===== config.mk =====
export PLATFORM = sky130hd
export DESIGN_NAME = bencode_stream_tokenizer
export DESIGN_NICKNAME = d
export VERILOG_FILES = /design/src/design/bst_pkg.sv /design/src/design/bst_ram.sv /design/src/design/bst_front.sv /design/src/design/bst_back.sv /design/src/design/bst_evq.sv /design/src/design/bencode_stream_tokenizer.sv
export SDC_FILE = /design/constraint.sdc
export NUM_CORES = 2
export LEC_CHECK = 0
export BUFFER_PORTS_ARGS = -buffer_cell sky130_fd_sc_hd__buf_2
export CAP_MARGIN = 20
export CELL_PAD_IN_SITES_DETAIL_PLACEMENT = 0
export CELL_PAD_IN_SITES_GLOBAL_PLACEMENT = 1
export CORE_MARGIN = 8
export CORE_UTILIZATION = 49
export DETAILED_ROUTE_END_ITERATION = 8
export PLACE_DENSITY_LB_ADDON = 0.1
export SYNTH_ARGS = -nofsm -noshare
export SYNTH_HDL_FRONTEND = slang
export SYNTH_SLANG_ARGS = --single-unit

===== constraint.sdc =====
create_clock -name clk -period 8.55 [get_ports clk]
set_input_delay 2.565 -clock clk [delete_from_list [all_inputs] [get_ports clk]]
set_output_delay 2.565 -clock clk [all_outputs]
set_load 0.03 [all_outputs]

===== src/design/bst_pkg.sv =====
// ---------------------------------------------------------------------------
// bst_pkg
// Types and constants shared by the bencode stream tokenizer modules.
// ---------------------------------------------------------------------------
package bst_pkg;

    // Width of the nesting depth carried on every event.
    localparam int DEPTH_W = 5;

    // Magnitude accumulator ceiling and the signed 64-bit limits.
    localparam logic [63:0] ACC_CAP  = 64'h8000_0000_0000_0001;
    localparam logic [63:0] INT_HALF = 64'h8000_0000_0000_0000;
    localparam logic [63:0] INT_MAX  = 64'h7FFF_FFFF_FFFF_FFFF;

    typedef enum logic [2:0] {
        CLS_DIGIT,
        CLS_COLON,
        CLS_MINUS,
        CLS_DICT,
        CLS_LIST,
        CLS_INT,
        CLS_END,
        CLS_OTHER
    } byte_class_t;

    typedef struct packed {
        logic [7:0]  raw;
        byte_class_t cls;
        logic [3:0]  digit;
        logic        fin;
    } token_t;

    typedef enum logic [2:0] {
        EV_DICT   = 3'd0,
        EV_LIST   = 3'd1,
        EV_CLOSE  = 3'd2,
        EV_INT    = 3'd3,
        EV_SSTART = 3'd4,
        EV_SBYTE  = 3'd5,
        EV_ERROR  = 3'd6
    } ev_kind_t;

    typedef enum logic [2:0] {
        ERR_NONE       = 3'd0,
        ERR_BAD_BYTE   = 3'd1,
        ERR_DEPTH      = 3'd2,
        ERR_UNMATCHED  = 3'd3,
        ERR_INT_SAT    = 3'd4,
        ERR_STR_LONG   = 3'd5,
        ERR_INCOMPLETE = 3'd6
    } err_code_t;

    typedef enum logic [2:0] {
        PH_VALUE,
        PH_INT_SIGN,
        PH_INT_DIGITS,
        PH_LEN,
        PH_BODY
    } phase_t;

    typedef enum logic [1:0] {
        FR_LIST,
        FR_DKEY,
        FR_DVAL
    } frame_t;

    typedef struct packed {
        ev_kind_t           kind;
        logic [63:0]        ival;
        logic [31:0]        slen;
        logic [7:0]         sbyte;
        logic               last;
        logic               key;
        logic [DEPTH_W-1:0] depth;
        err_code_t          code;
    } event_t;

    typedef struct packed {
        logic [DEPTH_W-1:0] depth_limit;
        logic [31:0]        string_limit;
    } cfg_t;

endpackage


===== src/design/bst_ram.sv =====
// ---------------------------------------------------------------------------
// bst_ram
// Generic single-write, single-read RAM with a registered read port.
// ---------------------------------------------------------------------------
module bst_ram #(
    parameter int WIDTH = 2,
    parameter int DEPTH = 16
) (
    input  logic                                   clk,
    input  logic                                   we,
    input  logic [(DEPTH > 1 ? $clog2(DEPTH) : 1)-1:0] waddr,
    input  logic [WIDTH-1:0]                       wdata,
    input  logic [(DEPTH > 1 ? $clog2(DEPTH) : 1)-1:0] raddr,
    output logic [WIDTH-1:0]                       rdata
);

    logic [WIDTH-1:0] mem [DEPTH];

    always_ff @(posedge clk)
    begin
        if (we)
        begin
            mem[waddr] <= wdata;
        end
        rdata <= mem[raddr];
    end

endmodule


===== src/design/bst_front.sv =====
// ---------------------------------------------------------------------------
// bst_front
// Classifies each incoming byte and holds it in a short token queue.
// ---------------------------------------------------------------------------
module bst_front (
    input  logic            clk,
    input  logic            rst_n,
    input  logic            in_valid,
    output logic            in_stall,
    input  logic [7:0]      data_byte,
    input  logic            final_byte,
    output logic            tok_valid,
    output bst_pkg::token_t tok,
    input  logic            tok_pop
);

    localparam int QDEPTH = 4;
    localparam int QAW    = $clog2(QDEPTH);

    localparam logic [7:0] CH_DICT  = 8'h64;
    localparam logic [7:0] CH_INT   = 8'h69;
    localparam logic [7:0] CH_LIST  = 8'h6C;
    localparam logic [7:0] CH_END   = 8'h65;
    localparam logic [7:0] CH_COLON = 8'h3A;
    localparam logic [7:0] CH_MINUS = 8'h2D;
    localparam logic [7:0] CH_ZERO  = 8'h30;
    localparam logic [7:0] CH_NINE  = 8'h39;

    bst_pkg::token_t  q_reg [QDEPTH];
    logic [QAW-1:0]   wp_reg;
    logic [QAW-1:0]   wp_next;
    logic [QAW-1:0]   rp_reg;
    logic [QAW-1:0]   rp_next;
    logic [QAW:0]     cnt_reg;
    logic [QAW:0]     cnt_next;
    logic             push;
    logic [7:0]       offset;
    bst_pkg::token_t  cls_tok;

    // Byte classification.
    always_comb
    begin
        offset        = data_byte - CH_ZERO;
        cls_tok.raw   = data_byte;
        cls_tok.fin   = final_byte;
        cls_tok.digit = offset[3:0];
        if (data_byte >= CH_ZERO && data_byte <= CH_NINE)
        begin
            cls_tok.cls = bst_pkg::CLS_DIGIT;
        end
        else
        begin
            unique case (data_byte)
                CH_COLON: cls_tok.cls = bst_pkg::CLS_COLON;
                CH_MINUS: cls_tok.cls = bst_pkg::CLS_MINUS;
                CH_DICT:  cls_tok.cls = bst_pkg::CLS_DICT;
                CH_LIST:  cls_tok.cls = bst_pkg::CLS_LIST;
                CH_INT:   cls_tok.cls = bst_pkg::CLS_INT;
                CH_END:   cls_tok.cls = bst_pkg::CLS_END;
                default:  cls_tok.cls = bst_pkg::CLS_OTHER;
            endcase
        end
    end

    assign in_stall  = (cnt_reg == (QAW + 1)'(QDEPTH));
    assign push      = in_valid && !in_stall;
    assign tok_valid = (cnt_reg != '0);
    assign tok       = q_reg[rp_reg];

    always_comb
    begin
        wp_next  = push ? wp_reg + 1'b1 : wp_reg;
        rp_next  = tok_pop ? rp_reg + 1'b1 : rp_reg;
        cnt_next = cnt_reg + (QAW + 1)'(push) - (QAW + 1)'(tok_pop);
    end

    always_ff @(posedge clk)
    begin
        if (push)
        begin
            q_reg[wp_reg] <= cls_tok;
        end
    end

    always_ff @(posedge clk or negedge rst_n)
    begin
        if (!rst_n)
        begin
            wp_reg  <= '0;
            rp_reg  <= '0;
            cnt_reg <= '0;
        end
        else
        begin
            wp_reg  <= wp_next;
            rp_reg  <= rp_next;
            cnt_reg <= cnt_next;
        end
    end

endmodule


===== src/design/bst_back.sv =====
// ---------------------------------------------------------------------------
// bst_back
// Parser step: phase machine, number accumulator, string counter and the
// nesting stack. Produces up to two events for each token it takes.
// ---------------------------------------------------------------------------
module bst_back #(
    parameter int MAX_DEPTH    = 16,
    parameter int LENGTH_WIDTH = 32
) (
    input  logic            clk,
    input  logic            rst_n,
    input  bst_pkg::cfg_t   cfg,
    input  logic            tok_valid,
    input  bst_pkg::token_t tok,
    output logic            tok_pop,
    input  logic            room,
    output bst_pkg::event_t ev_a,
    output bst_pkg::event_t ev_b,
    output logic [1:0]      ev_count
);

    // Depth can never pass depth_limit, which is at most 31.
    localparam int STACK_DEPTH = (MAX_DEPTH < 31) ? MAX_DEPTH : 31;
    localparam int AW          = (STACK_DEPTH > 1) ? $clog2(STACK_DEPTH) : 1;
    localparam int RW          = (LENGTH_WIDTH < 32) ? LENGTH_WIDTH : 32;
    localparam logic [63:0] LEN_MAX =
        (LENGTH_WIDTH >= 64) ? '1 : ((64'd1 << LENGTH_WIDTH) - 64'd1);
    localparam int DW = bst_pkg::DEPTH_W;

    bst_pkg::phase_t  phase_reg;
    bst_pkg::phase_t  phase_next;
    logic [63:0]      acc_reg;
    logic [63:0]      acc_next;
    logic             neg_reg;
    logic             neg_next;
    logic             seen_reg;
    logic             seen_next;
    logic [RW-1:0]    rem_reg;
    logic [RW-1:0]    rem_next;
    logic [DW-1:0]    depth_reg;
    logic [DW-1:0]    depth_next;
    bst_pkg::frame_t  top_reg;
    bst_pkg::frame_t  top_next;
    logic             byp_reg;
    logic [1:0]       byp_data_reg;

    logic             fire;
    logic [67:0]      acc_prod;
    logic [63:0]      acc_sat;
    logic             is_dkey;
    logic             is_dval;
    bst_pkg::frame_t  below;
    bst_pkg::frame_t  top_base;
    logic [1:0]       ram_rdata;
    logic             ram_we;
    logic [AW-1:0]    ram_waddr;
    logic [AW-1:0]    ram_raddr;
    logic [DW-1:0]    depth_dec;
    logic [DW-1:0]    depth_dec2;

    // Decoded step.
    bst_pkg::phase_t  phase_tgt;
    logic [63:0]      acc_d;
    logic             neg_d;
    logic             seen_d;
    logic [RW-1:0]    rem_d;
    logic [DW-1:0]    depth_d;
    logic             push;
    logic             pop;
    logic             vdone;
    bst_pkg::frame_t  new_frame;
    bst_pkg::err_code_t err;
    logic             clear_all;
    logic             fin_err;
    bst_pkg::event_t  ev0;
    logic             ev0_v;
    bst_pkg::event_t  ev_err;

    assign fire    = tok_valid && room;
    assign tok_pop = fire;

    assign is_dkey = (depth_reg != '0) && (top_reg == bst_pkg::FR_DKEY);
    assign is_dval = (depth_reg != '0) && (top_reg == bst_pkg::FR_DVAL);
    assign below   = bst_pkg::frame_t'(byp_reg ? byp_data_reg : ram_rdata);

    // Multiply by ten and add the digit, saturating at the accumulator cap.
    assign acc_prod = {1'b0, acc_reg, 3'b000} + {3'b000, acc_reg, 1'b0}
                    + {64'd0, tok.digit};
    assign acc_sat  = (acc_prod > {4'd0, bst_pkg::ACC_CAP}) ? bst_pkg::ACC_CAP
                                                          : acc_prod[63:0];

    assign depth_dec  = depth_reg - DW'(1);
    assign depth_dec2 = depth_next - DW'(2);

    // Outputs of the step: events, data path updates and stack actions.
    always_comb
    begin
        phase_tgt = phase_reg;
        acc_d     = acc_reg;
        neg_d     = neg_reg;
        seen_d    = seen_reg;
        rem_d     = rem_reg;
        depth_d   = depth_reg;
        push      = 1'b0;
        pop       = 1'b0;
        vdone     = 1'b0;
        new_frame = bst_pkg::FR_LIST;
        err       = bst_pkg::ERR_NONE;
        ev0_v     = 1'b0;
        ev0       = '0;

        unique case (phase_reg)
            bst_pkg::PH_BODY:
            begin
                ev0_v     = 1'b1;
                ev0.kind  = bst_pkg::EV_SBYTE;
                ev0.sbyte = tok.raw;
                ev0.last  = (rem_reg <= RW'(1));
                ev0.key   = is_dkey;
                rem_d     = (rem_reg != '0) ? rem_reg - RW'(1) : rem_reg;
                if (rem_reg <= RW'(1))
                begin
                    rem_d     = '0;
                    phase_tgt = bst_pkg::PH_VALUE;
                    vdone     = 1'b1;
                end
            end

            bst_pkg::PH_LEN:
            begin
                if (tok.cls == bst_pkg::CLS_DIGIT)
                begin
                    acc_d = acc_sat;
                end
                else if (tok.cls == bst_pkg::CLS_COLON)
                begin
                    acc_d = '0;
                    if (acc_reg > {32'd0, cfg.string_limit} || acc_reg > LEN_MAX)
                    begin
                        err = bst_pkg::ERR_STR_LONG;
                    end
                    else
                    begin
                        ev0_v    = 1'b1;
                        ev0.kind = bst_pkg::EV_SSTART;
                        ev0.slen = acc_reg[31:0];
                        ev0.last = (acc_reg == '0);
                        ev0.key  = is_dkey;
                        if (acc_reg == '0)
                        begin
                            phase_tgt = bst_pkg::PH_VALUE;
                            vdone     = 1'b1;
                        end
                        else
                        begin
                            rem_d     = acc_reg[RW-1:0];
                            phase_tgt = bst_pkg::PH_BODY;
                        end
                    end
                end
                else
                begin
                    err = bst_pkg::ERR_BAD_BYTE;
                end
            end

            bst_pkg::PH_INT_SIGN,
            bst_pkg::PH_INT_DIGITS:
            begin
                if (tok.cls == bst_pkg::CLS_MINUS && phase_reg == bst_pkg::PH_INT_SIGN)
                begin
                    neg_d     = 1'b1;
                    phase_tgt = bst_pkg::PH_INT_DIGITS;
                end
                else if (tok.cls == bst_pkg::CLS_DIGIT)
                begin
                    acc_d     = acc_sat;
                    seen_d    = 1'b1;
                    phase_tgt = bst_pkg::PH_INT_DIGITS;
                end
                else if (tok.cls == bst_pkg::CLS_END && seen_reg)
                begin
                    ev0_v    = 1'b1;
                    ev0.kind = bst_pkg::EV_INT;
                    if (neg_reg)
                    begin
                        if (acc_reg > bst_pkg::INT_HALF)
                        begin
                            ev0.code = bst_pkg::ERR_INT_SAT;
                        end
                        ev0.ival = (acc_reg >= bst_pkg::INT_HALF) ? bst_pkg::INT_HALF
                                                                  : (64'd0 - acc_reg);
                    end
                    else
                    begin
                        if (acc_reg > bst_pkg::INT_MAX)
                        begin
                            ev0.code = bst_pkg::ERR_INT_SAT;
                            ev0.ival = bst_pkg::INT_MAX;
                        end
                        else
                        begin
                            ev0.ival = acc_reg;
                        end
                    end
                    acc_d     = '0;
                    neg_d     = 1'b0;
                    seen_d    = 1'b0;
                    phase_tgt = bst_pkg::PH_VALUE;
                    vdone     = 1'b1;
                end
                else
                begin
                    err = bst_pkg::ERR_BAD_BYTE;
                end
            end

            default:
            begin
                phase_tgt = bst_pkg::PH_VALUE;
                if (tok.cls == bst_pkg::CLS_DIGIT)
                begin
                    acc_d     = {60'd0, tok.digit};
                    phase_tgt = bst_pkg::PH_LEN;
                end
                else if (tok.cls == bst_pkg::CLS_END)
                begin
                    if (depth_reg == '0)
                    begin
                        err = bst_pkg::ERR_UNMATCHED;
                    end
                    else if (is_dval)
                    begin
                        err = bst_pkg::ERR_BAD_BYTE;
                    end
                    else
                    begin
                        pop      = 1'b1;
                        depth_d  = depth_dec;
                        ev0_v    = 1'b1;
                        ev0.kind = bst_pkg::EV_CLOSE;
                        vdone    = 1'b1;
                    end
                end
                else if (is_dkey)
                begin
                    err = bst_pkg::ERR_BAD_BYTE;
                end
                else if (tok.cls == bst_pkg::CLS_DICT || tok.cls == bst_pkg::CLS_LIST)
                begin
                    if (depth_reg >= cfg.depth_limit || depth_reg >= DW'(STACK_DEPTH))
                    begin
                        err = bst_pkg::ERR_DEPTH;
                    end
                    else
                    begin
                        push      = 1'b1;
                        depth_d   = depth_reg + DW'(1);
                        ev0_v     = 1'b1;
                        if (tok.cls == bst_pkg::CLS_DICT)
                        begin
                            new_frame = bst_pkg::FR_DKEY;
                            ev0.kind  = bst_pkg::EV_DICT;
                        end
                        else
                        begin
                            new_frame = bst_pkg::FR_LIST;
                            ev0.kind  = bst_pkg::EV_LIST;
                        end
                    end
                end
                else if (tok.cls == bst_pkg::CLS_INT)
                begin
                    acc_d     = '0;
                    neg_d     = 1'b0;
                    seen_d    = 1'b0;
                    phase_tgt = bst_pkg::PH_INT_SIGN;
                end
                else
                begin
                    err = bst_pkg::ERR_BAD_BYTE;
                end
            end
        endcase

        ev0.depth = depth_d;

        fin_err   = (err == bst_pkg::ERR_NONE) && tok.fin
                 && (phase_tgt != bst_pkg::PH_VALUE || depth_d != '0);
        clear_all = (err != bst_pkg::ERR_NONE) || fin_err;

        ev_err      = '0;
        ev_err.kind = bst_pkg::EV_ERROR;
        ev_err.code = (err != bst_pkg::ERR_NONE) ? err : bst_pkg::ERR_INCOMPLETE;

        ev_a     = ev0;
        ev_b     = ev_err;
        ev_count = 2'd0;
        if (fire)
        begin
            if (err != bst_pkg::ERR_NONE)
            begin
                ev_a     = ev_err;
                ev_count = 2'd1;
            end
            else if (fin_err)
            begin
                if (ev0_v)
                begin
                    ev_count = 2'd2;
                end
                else
                begin
                    ev_a     = ev_err;
                    ev_count = 2'd1;
                end
            end
            else
            begin
                ev_count = {1'b0, ev0_v};
            end
        end
    end

    // Next parse phase.
    always_comb
    begin
        if (!fire)
        begin
            phase_next = phase_reg;
        end
        else if (clear_all)
        begin
            phase_next = bst_pkg::PH_VALUE;
        end
        else
        begin
            phase_next = phase_tgt;
        end
    end

    // Data registers and the cached stack top.
    always_comb
    begin
        top_base = pop ? below : top_reg;
        if (push)
        begin
            top_next = new_frame;
        end
        else if (vdone && top_base == bst_pkg::FR_DKEY)
        begin
            top_next = bst_pkg::FR_DVAL;
        end
        else if (vdone && top_base == bst_pkg::FR_DVAL)
        begin
            top_next = bst_pkg::FR_DKEY;
        end
        else
        begin
            top_next = top_base;
        end
        if (!fire)
        begin
            top_next = top_reg;
        end

        if (!fire)
        begin
            acc_next   = acc_reg;
            neg_next   = neg_reg;
            seen_next  = seen_reg;
            rem_next   = rem_reg;
            depth_next = depth_reg;
        end
        else if (clear_all)
        begin
            acc_next   = '0;
            neg_next   = 1'b0;
            seen_next  = 1'b0;
            rem_next   = '0;
            depth_next = '0;
        end
        else
        begin
            acc_next   = acc_d;
            neg_next   = neg_d;
            seen_next  = seen_d;
            rem_next   = rem_d;
            depth_next = depth_d;
        end
    end

    // The top frame lives in top_reg; the RAM holds the frames beneath it and
    // always presents the one directly below the top for a pop.
    assign ram_we    = fire && push && (depth_reg != '0);
    assign ram_waddr = depth_dec[AW-1:0];
    assign ram_raddr = (depth_next >= DW'(2)) ? depth_dec2[AW-1:0] : '0;

    bst_ram #(
        .WIDTH (2),
        .DEPTH (STACK_DEPTH)
    ) u_stack (
        .clk   (clk),
        .we    (ram_we),
        .waddr (ram_waddr),
        .wdata (top_reg),
        .raddr (ram_raddr),
        .rdata (ram_rdata)
    );

    always_ff @(posedge clk)
    begin
        acc_reg      <= acc_next;
        rem_reg      <= rem_next;
        top_reg      <= top_next;
        byp_data_reg <= top_reg;
    end

    always_ff @(posedge clk or negedge rst_n)
    begin
        if (!rst_n)
        begin
            phase_reg <= bst_pkg::PH_VALUE;
            neg_reg   <= 1'b0;
            seen_reg  <= 1'b0;
            depth_reg <= '0;
            byp_reg   <= 1'b0;
        end
        else
        begin
            phase_reg <= phase_next;
            neg_reg   <= neg_next;
            seen_reg  <= seen_next;
            depth_reg <= depth_next;
            byp_reg   <= ram_we && (ram_waddr == ram_raddr);
        end
    end

endmodule


===== src/design/bst_evq.sv =====
// ---------------------------------------------------------------------------
// bst_evq
// Four-entry event queue that takes up to two events a cycle and hands one
// event a cycle to the output channel while out_stall is low.
// ---------------------------------------------------------------------------
module bst_evq (
    input  logic            clk,
    input  logic            rst_n,
    input  bst_pkg::event_t ev_a,
    input  bst_pkg::event_t ev_b,
    input  logic [1:0]      ev_count,
    output logic            room,
    output logic            out_valid,
    input  logic            out_stall,
    output bst_pkg::event_t head
);

    localparam int QDEPTH = 4;
    localparam int QAW    = $clog2(QDEPTH);

    bst_pkg::event_t q_reg [QDEPTH];
    logic [QAW-1:0]  wp_reg;
    logic [QAW-1:0]  wp_next;
    logic [QAW-1:0]  wp_inc;
    logic [QAW-1:0]  rp_reg;
    logic [QAW-1:0]  rp_next;
    logic [QAW:0]    cnt_reg;
    logic [QAW:0]    cnt_next;
    logic            pop;

    // Space for two more events, whatever leaves this cycle.
    assign room      = (cnt_reg <= (QAW + 1)'(QDEPTH - 2));
    assign out_valid = (cnt_reg != '0);
    assign pop       = out_valid && !out_stall;
    assign head      = q_reg[rp_reg];
    assign wp_inc    = wp_reg + 1'b1;

    always_comb
    begin
        wp_next  = wp_reg + QAW'(ev_count);
        rp_next  = pop ? rp_reg + 1'b1 : rp_reg;
        cnt_next = cnt_reg + (QAW + 1)'(ev_count) - (QAW + 1)'(pop);
    end

    always_ff @(posedge clk)
    begin
        if (ev_count != 2'd0)
        begin
            q_reg[wp_reg] <= ev_a;
        end
        if (ev_count == 2'd2)
        begin
            q_reg[wp_inc] <= ev_b;
        end
    end

    always_ff @(posedge clk or negedge rst_n)
    begin
        if (!rst_n)
        begin
            wp_reg  <= '0;
            rp_reg  <= '0;
            cnt_reg <= '0;
        end
        else
        begin
            wp_reg  <= wp_next;
            rp_reg  <= rp_next;
            cnt_reg <= cnt_next;
        end
    end

endmodule


===== src/design/bencode_stream_tokenizer.sv =====
// ---------------------------------------------------------------------------
// bencode_stream_tokenizer
// Streaming bencode tokenizer: one byte in, token events out.
// ---------------------------------------------------------------------------
// The block reads a bencoded byte stream one word (byte) at a time and
// reports token events rather than building a tree: dictionary open, list
// open, close, integer, string start with its declared length, and each
// string body byte with a last mark; string events inside a dictionary key
// carry is_dict_key. Malformed input (bad byte, nesting deeper than
// depth_limit, unmatched close, string longer than string_limit, or a
// structure left open on the word marked final_byte) produces an error event
// and the parser returns to its idle state with its accumulator, string
// counter and depth cleared. A byte yields zero, one or two events. The
// parser takes one byte per clock cycle while the event queue has room for
// two events: the parser step (phase update, one multiply-by-ten add, and a
// stack push or pop) is combinational ahead of its registers, and the frame
// below the top of the nesting stack is kept prefetched from the stack RAM so
// a close never waits on the RAM read. A four-entry byte queue feeds the
// parser and a four-entry event queue drains it, so either side may stall
// without stopping the other at once. The user makes configuration writes
// through the APB port only while no byte is in flight; no check enforces it.
// ---------------------------------------------------------------------------
module bencode_stream_tokenizer #(
    parameter int MAX_DEPTH    = 16,
    parameter int LENGTH_WIDTH = 32
) (
    input  logic               clk,
    input  logic               rst_n,

    // Byte channel.
    input  logic               in_valid,
    output logic               in_stall,
    input  logic [7:0]         data_byte,
    input  logic               final_byte,

    // Event channel.
    output logic               out_valid,
    input  logic               out_stall,
    output logic [2:0]         event_kind,
    output logic signed [63:0] integer_value,
    output logic [31:0]        string_length,
    output logic [7:0]         string_byte,
    output logic               last_string_byte,
    output logic               is_dict_key,
    output logic [4:0]         nesting_depth,
    output logic [2:0]         error_code,

    // Configuration port.
    input  logic               psel,
    input  logic               penable,
    input  logic               pwrite,
    input  logic [2:0]         paddr,
    input  logic [31:0]        pwdata,
    output logic [31:0]        prdata,
    output logic               pready
);

    // Register indexes (byte address divided by four).
    localparam logic REG_DEPTH_LIMIT  = 1'b0;
    localparam logic REG_STRING_LIMIT = 1'b1;

    logic [bst_pkg::DEPTH_W-1:0] depth_limit_reg;
    logic [31:0]                 string_limit_reg;
    logic                        cfg_write;
    bst_pkg::cfg_t               cfg;

    logic                        tok_valid;
    bst_pkg::token_t             tok;
    logic                        tok_pop;
    logic                        room;
    bst_pkg::event_t             ev_a;
    bst_pkg::event_t             ev_b;
    logic [1:0]                  ev_count;
    bst_pkg::event_t             head;

    // Configuration registers. Writes land on the access phase.
    assign pready    = 1'b1;
    assign cfg_write = psel && penable && pwrite && pready;

    always_ff @(posedge clk or negedge rst_n)
    begin
        if (!rst_n)
        begin
            depth_limit_reg  <= 5'd16;
            string_limit_reg <= 32'hFFFF_FFFF;
        end
        else if (cfg_write)
        begin
            if (paddr[2] == REG_DEPTH_LIMIT)
            begin
                depth_limit_reg <= pwdata[bst_pkg::DEPTH_W-1:0];
            end
            else
            begin
                string_limit_reg <= pwdata;
            end
        end
    end

    always_comb
    begin
        case (paddr[2])
            REG_STRING_LIMIT: prdata = string_limit_reg;
            default:          prdata = {27'd0, depth_limit_reg};
        endcase
    end

    assign cfg.depth_limit  = depth_limit_reg;
    assign cfg.string_limit = string_limit_reg;

    // Front: classify bytes and queue them.
    bst_front u_front (
        .clk        (clk),
        .rst_n      (rst_n),
        .in_valid   (in_valid),
        .in_stall   (in_stall),
        .data_byte  (data_byte),
        .final_byte (final_byte),
        .tok_valid  (tok_valid),
        .tok        (tok),
        .tok_pop    (tok_pop)
    );

    // Back: the parser proper, one token per cycle while the event queue has
    // space for the two events a token can cause.
    bst_back #(
        .MAX_DEPTH    (MAX_DEPTH),
        .LENGTH_WIDTH (LENGTH_WIDTH)
    ) u_back (
        .clk       (clk),
        .rst_n     (rst_n),
        .cfg       (cfg),
        .tok_valid (tok_valid),
        .tok       (tok),
        .tok_pop   (tok_pop),
        .room      (room),
        .ev_a      (ev_a),
        .ev_b      (ev_b),
        .ev_count  (ev_count)
    );

    // Event queue in front of the output channel.
    bst_evq u_evq (
        .clk       (clk),
        .rst_n     (rst_n),
        .ev_a      (ev_a),
        .ev_b      (ev_b),
        .ev_count  (ev_count),
        .room      (room),
        .out_valid (out_valid),
        .out_stall (out_stall),
        .head      (head)
    );

    assign event_kind       = head.kind;
    assign integer_value    = $signed(head.ival);
    assign string_length    = head.slen;
    assign string_byte      = head.sbyte;
    assign last_string_byte = head.last;
    assign is_dict_key      = head.key;
    assign nesting_depth    = head.depth;
    assign error_code       = head.code;

endmodule

==> qor.yml <==
status:
  outcome: "finished, final reports clean"
synthesis:
  syn-mean-instance-area_um2: 9.466
  synth_fp_nets: 4388
  synth-edff-count: 190
  synthArstFlopShare: 0.08708
  ys_seq_area_frac: 0.4203
  yosys.area_share.simple: 0.1954
  synth_compound_area_frac: 0.1627
  synth_flop_cell: "dfxtp_1"
  synth_top_family_by_area: "simple AND/OR/NAND/NOR gates"
  ys_ff_latch: 712
  synth_mux_area_frac: 0.09627
  ys_types: 107
  netlist_area_um2: 39280
  syn_inst: 4149
  yosys_warnings: 0
  synthXorXnorAreaFrac: 0.01962
  synth-adder-area-share: 0.06117
sta:
  timing.slew.headroom: 0.2487
  finalCritPeriodShare: 0.8189
  finalCriticalPeriod_ns: 7.002
  finalSetupTns_ns: 0
  slew_viol_final: 0
  tightest_slew_ns: 1.127
  finalSetupViolations: 0
  rsz0062_at_grt: "no"
  fin_worst_skew_ns: 0.03825
  fmax_mhz: 142.8
  hold_viol: 0
job:
  drv_cap: 0
cells_and_area:
  antenna_cells: 0
  fillers: 7382
  area.growth.synth_to_final_pct: 10.72
  drive_gt1_frac: 0.1672
  largest_reg_flops: 468
  layout.cells.non_filler: 5289
  fin_nets: 4402
clock_tree:
  clkSinkCount: 712
  cts_resized: 0
  clock_path_buffers: 3
  clkTransAtPathRegs_ns: 0.06
  cts_hold_buf: 0
  post_cts_buffers: 0
  cts_buffers: 80
  cts_root_buffer: "clkbuf_16"
  clock_latency_ns: 0.64
  ctsHtreeMaxLevel: 3
  cts_tree: "yes"
routing:
  drc: 0
  vias: 31957
  dr.pass1.iters: 5
  drt_iter0_drc: 2442
  drt-total-wl_mm: 118.2
  viasPerCell: 6.042
  ant_nets: 0
  post_drt_wl_per_cell_um: 22.36
floorplan:
  die_area_um2: 89470
  die_w_um: 299.1
  die_h_um: 299.1
  io_pins: 203
  design.core.area_um2: 79900
  rows: 104
  initial_core_util: 0.4916
power_and_ir_drop:
  p_per_area_nw_per_um2: 426.3
  ir_worst_vdd_mv: 0.2768
  p_leak_nw: 16.21
critical_path:
  r2r_start: "u_front.rp_reg[0]$_DFFE_PN0P_"
  critPathMaxFanout: 38
  cp-start-kind: "flip-flop"
  crit_type: "flip-flop to flip-flop"
  required_ns: 8.93
  endpoint_kind: "flip-flop"
  r2r-end: "u_back.acc_reg[32]$_SDFFCE_PP0P_"
  r2r_slack_ns: 1.55
  cp.arrival_ns: 7.38
  rr_worst_depth: 16
global_route:
  antenna_found_initial: 1
  grt_max_degree: 202
  grt_usage: 0.2561
  grt_pass1_wl_mm: 184.4
  grt_pass1_vias: 31082
  gr-total-overflow: 0
hold_path:
  hold-path-cell-count: 1
  hold_end: "u_evq.q_reg[2][5]$_SDFFE_PP0P_"
  hold_class: "flip-flop to flip-flop"
  min-delay-start: "u_evq.q_reg[2][5]$_SDFFE_PP0P_"
placement:
  dpl.cell_count: 5140
  port_buffers: 199
  gp_congestion: 0.8691
  dp_hpwl_mm: 79.96
-- kinds of logic after synthesis --
family / count (synthesis)
muxes: 210
xor gates and xnor gates: 88
AOI/OAI and AO/OA: 1067
and+or+nand+nor: 1455
adders and majority gates: 190
DFF: 712
other: 1
buffers and inverters: 426
-- how the worst max path moves through the flow --
stage,start,endpoint
floorplan,u_back.depth_reg[0]$_DFF_PN0_,u_back.acc_reg[0]$_SDFFCE_PP0P_
CTS,u_front.rp_reg[0]$_DFFE_PN0P_,u_back.acc_reg[32]$_SDFFCE_PP0P_
global route,u_front.rp_reg[0]$_DFFE_PN0P_,u_back.acc_reg[32]$_SDFFCE_PP0P_
detailed placement,u_front.rp_reg[0]$_DFFE_PN0P_,u_back.acc_reg[32]$_SDFFCE_PP0P_
finish,u_front.rp_reg[0]$_DFFE_PN0P_,u_back.acc_reg[32]$_SDFFCE_PP0P_
global placement,u_front.rp_reg[0]$_DFFE_PN0P_,u_back.acc_reg[32]$_SDFFCE_PP0P_
-- critical path, stage by stage, from the launching register on --
cell	delay, ns
dfrtp_1	0.65
mux4_2	0.70
fa_1	0.49
ha_1	0.33
a211oi_1	0.39
o211ai_1	0.20
a221oi_1	0.67
o21ai_1	0.24
nor2_1	0.24
nor3_1	0.11
or3_1	0.35
a2111oi_0	0.48
nand4_1	0.22
nor4_1	0.70
o21ai_4	0.23
buf_12	0.26
a2111oi_0	0.43
-- cell type report --
| cell class | count | area, um^2 | area share |
|---|---|---|---|
| clock buffers | 103 | 2221 | 0.05107 |
| clock inverters | 45 | 475.5 | 0.01093 |
| inverters | 107 | 401.6 | 0.009236 |
| multi-input cells | 3011 | 21080 | 0.4849 |
| flip-flops and latches | 712 | 16520 | 0.3799 |
| well taps | 1060 | 1326 | 0.03050 |
| repair buffers | 251 | 1459 | 0.03355 |
-- per-stage QoR --
stage	area [um^2]	total power [mW]	hold WS, ns	util	worst slack (ns)
detailed placement	40780	14.95	0.4471	0.5105	1.520
floorplan	39280	12.05	0.4271	-	2.204
CTS	43480	18.52	0.4617	0.5442	1.433
global route	43490	19.79	0.4773	0.5443	1.072
finish	43490	18.54	0.4625	0.5443	1.548
global placement	40780	14.93	0.4393	0.5105	1.691
-- cell usage after synthesis, types with 31 or more instances --
library cell	count	area, um^2
a21o_1	39	292.8
and2_1	49	306.5
nand4_1	40	250.2
dfstp_2	33	867.1
inv_1	104	390.4
buf_1	39	146.4
mux4_2	129	2905
nor2_1	226	848.3
nand2_1	289	1085
nor3b_1	32	240.2
o21ai_0	525	2628
dfxtp_1	460	9209
ha_1	184	2302
nand3_1	465	2327
clkbuf_1	205	769.5
nor2b_1	36	225.2
and3_1	31	193.9
xnor2_1	49	429.2
o22ai_1	66	412.9
a21oi_1	170	850.8
nor4_2	56	700.7
mux2_2	47	529.3
xor2_1	39	341.6
edfxtp_1	190	5705
buf_2	66	330.3
mux2i_1	32	320.3
nor3_1	74	370.4
-- per-layer routing --
| metal | vias to the layer above | track usage | part of all wire |
|---|---|---|---|
| met1 | 15475 | 0.3644 | 0.46 |
| met4 | 0 | 0.06807 | 0.024 |
| met5 | - | 0 | 0 |
| met2 | 850 | 0.4063 | 0.45 |
| met3 | 148 | 0.03881 | 0.059 |
| li1 | 15484 | - | - |
-- report_power, final --
part	internal [mW]	leakage [nW]	switching (mW)	total, mW
clock network	2.04	1.33	1.48	3.53
registers	4.19	6.20	0.975	5.16
logic	3.32	8.68	6.52	9.85
total	9.55	16.2	8.98	18.5
-- layout by cell type (no fill, tap or decap), drive strengths merged, types with 14 or more instances in the layout --
| cell type | n |
|---|---|
| a211oi | 22 |
| mux2 | 49 |
| o31ai | 14 |
| a31oi | 22 |
| inv | 114 |
| or3 | 29 |
| o211ai | 14 |
| a21o | 39 |
| o21ai | 535 |
| xnor2 | 49 |
| nor2 | 227 |
| o2bb2ai | 17 |
| nor4 | 85 |
| or2 | 28 |
| clkinv | 28 |
| nand2 | 290 |
| nand4 | 41 |
| o22ai | 66 |
| ha | 184 |
| clkbuf | 104 |
| dfstp | 33 |
| a21oi | 171 |
| mux4 | 129 |
| or4 | 17 |
| dfxtp | 460 |
| and3 | 31 |
| nor3b | 34 |
| nand2b | 17 |
| nor2b | 36 |
| dfrtp | 29 |
| edfxtp | 190 |
| buf | 250 |
| and2 | 50 |
| nor3 | 75 |
| a22oi | 24 |
| xor2 | 39 |
| o21bai | 16 |
| nand3 | 465 |
| mux2i | 32 |
Power figures use the tool's default switching activity.
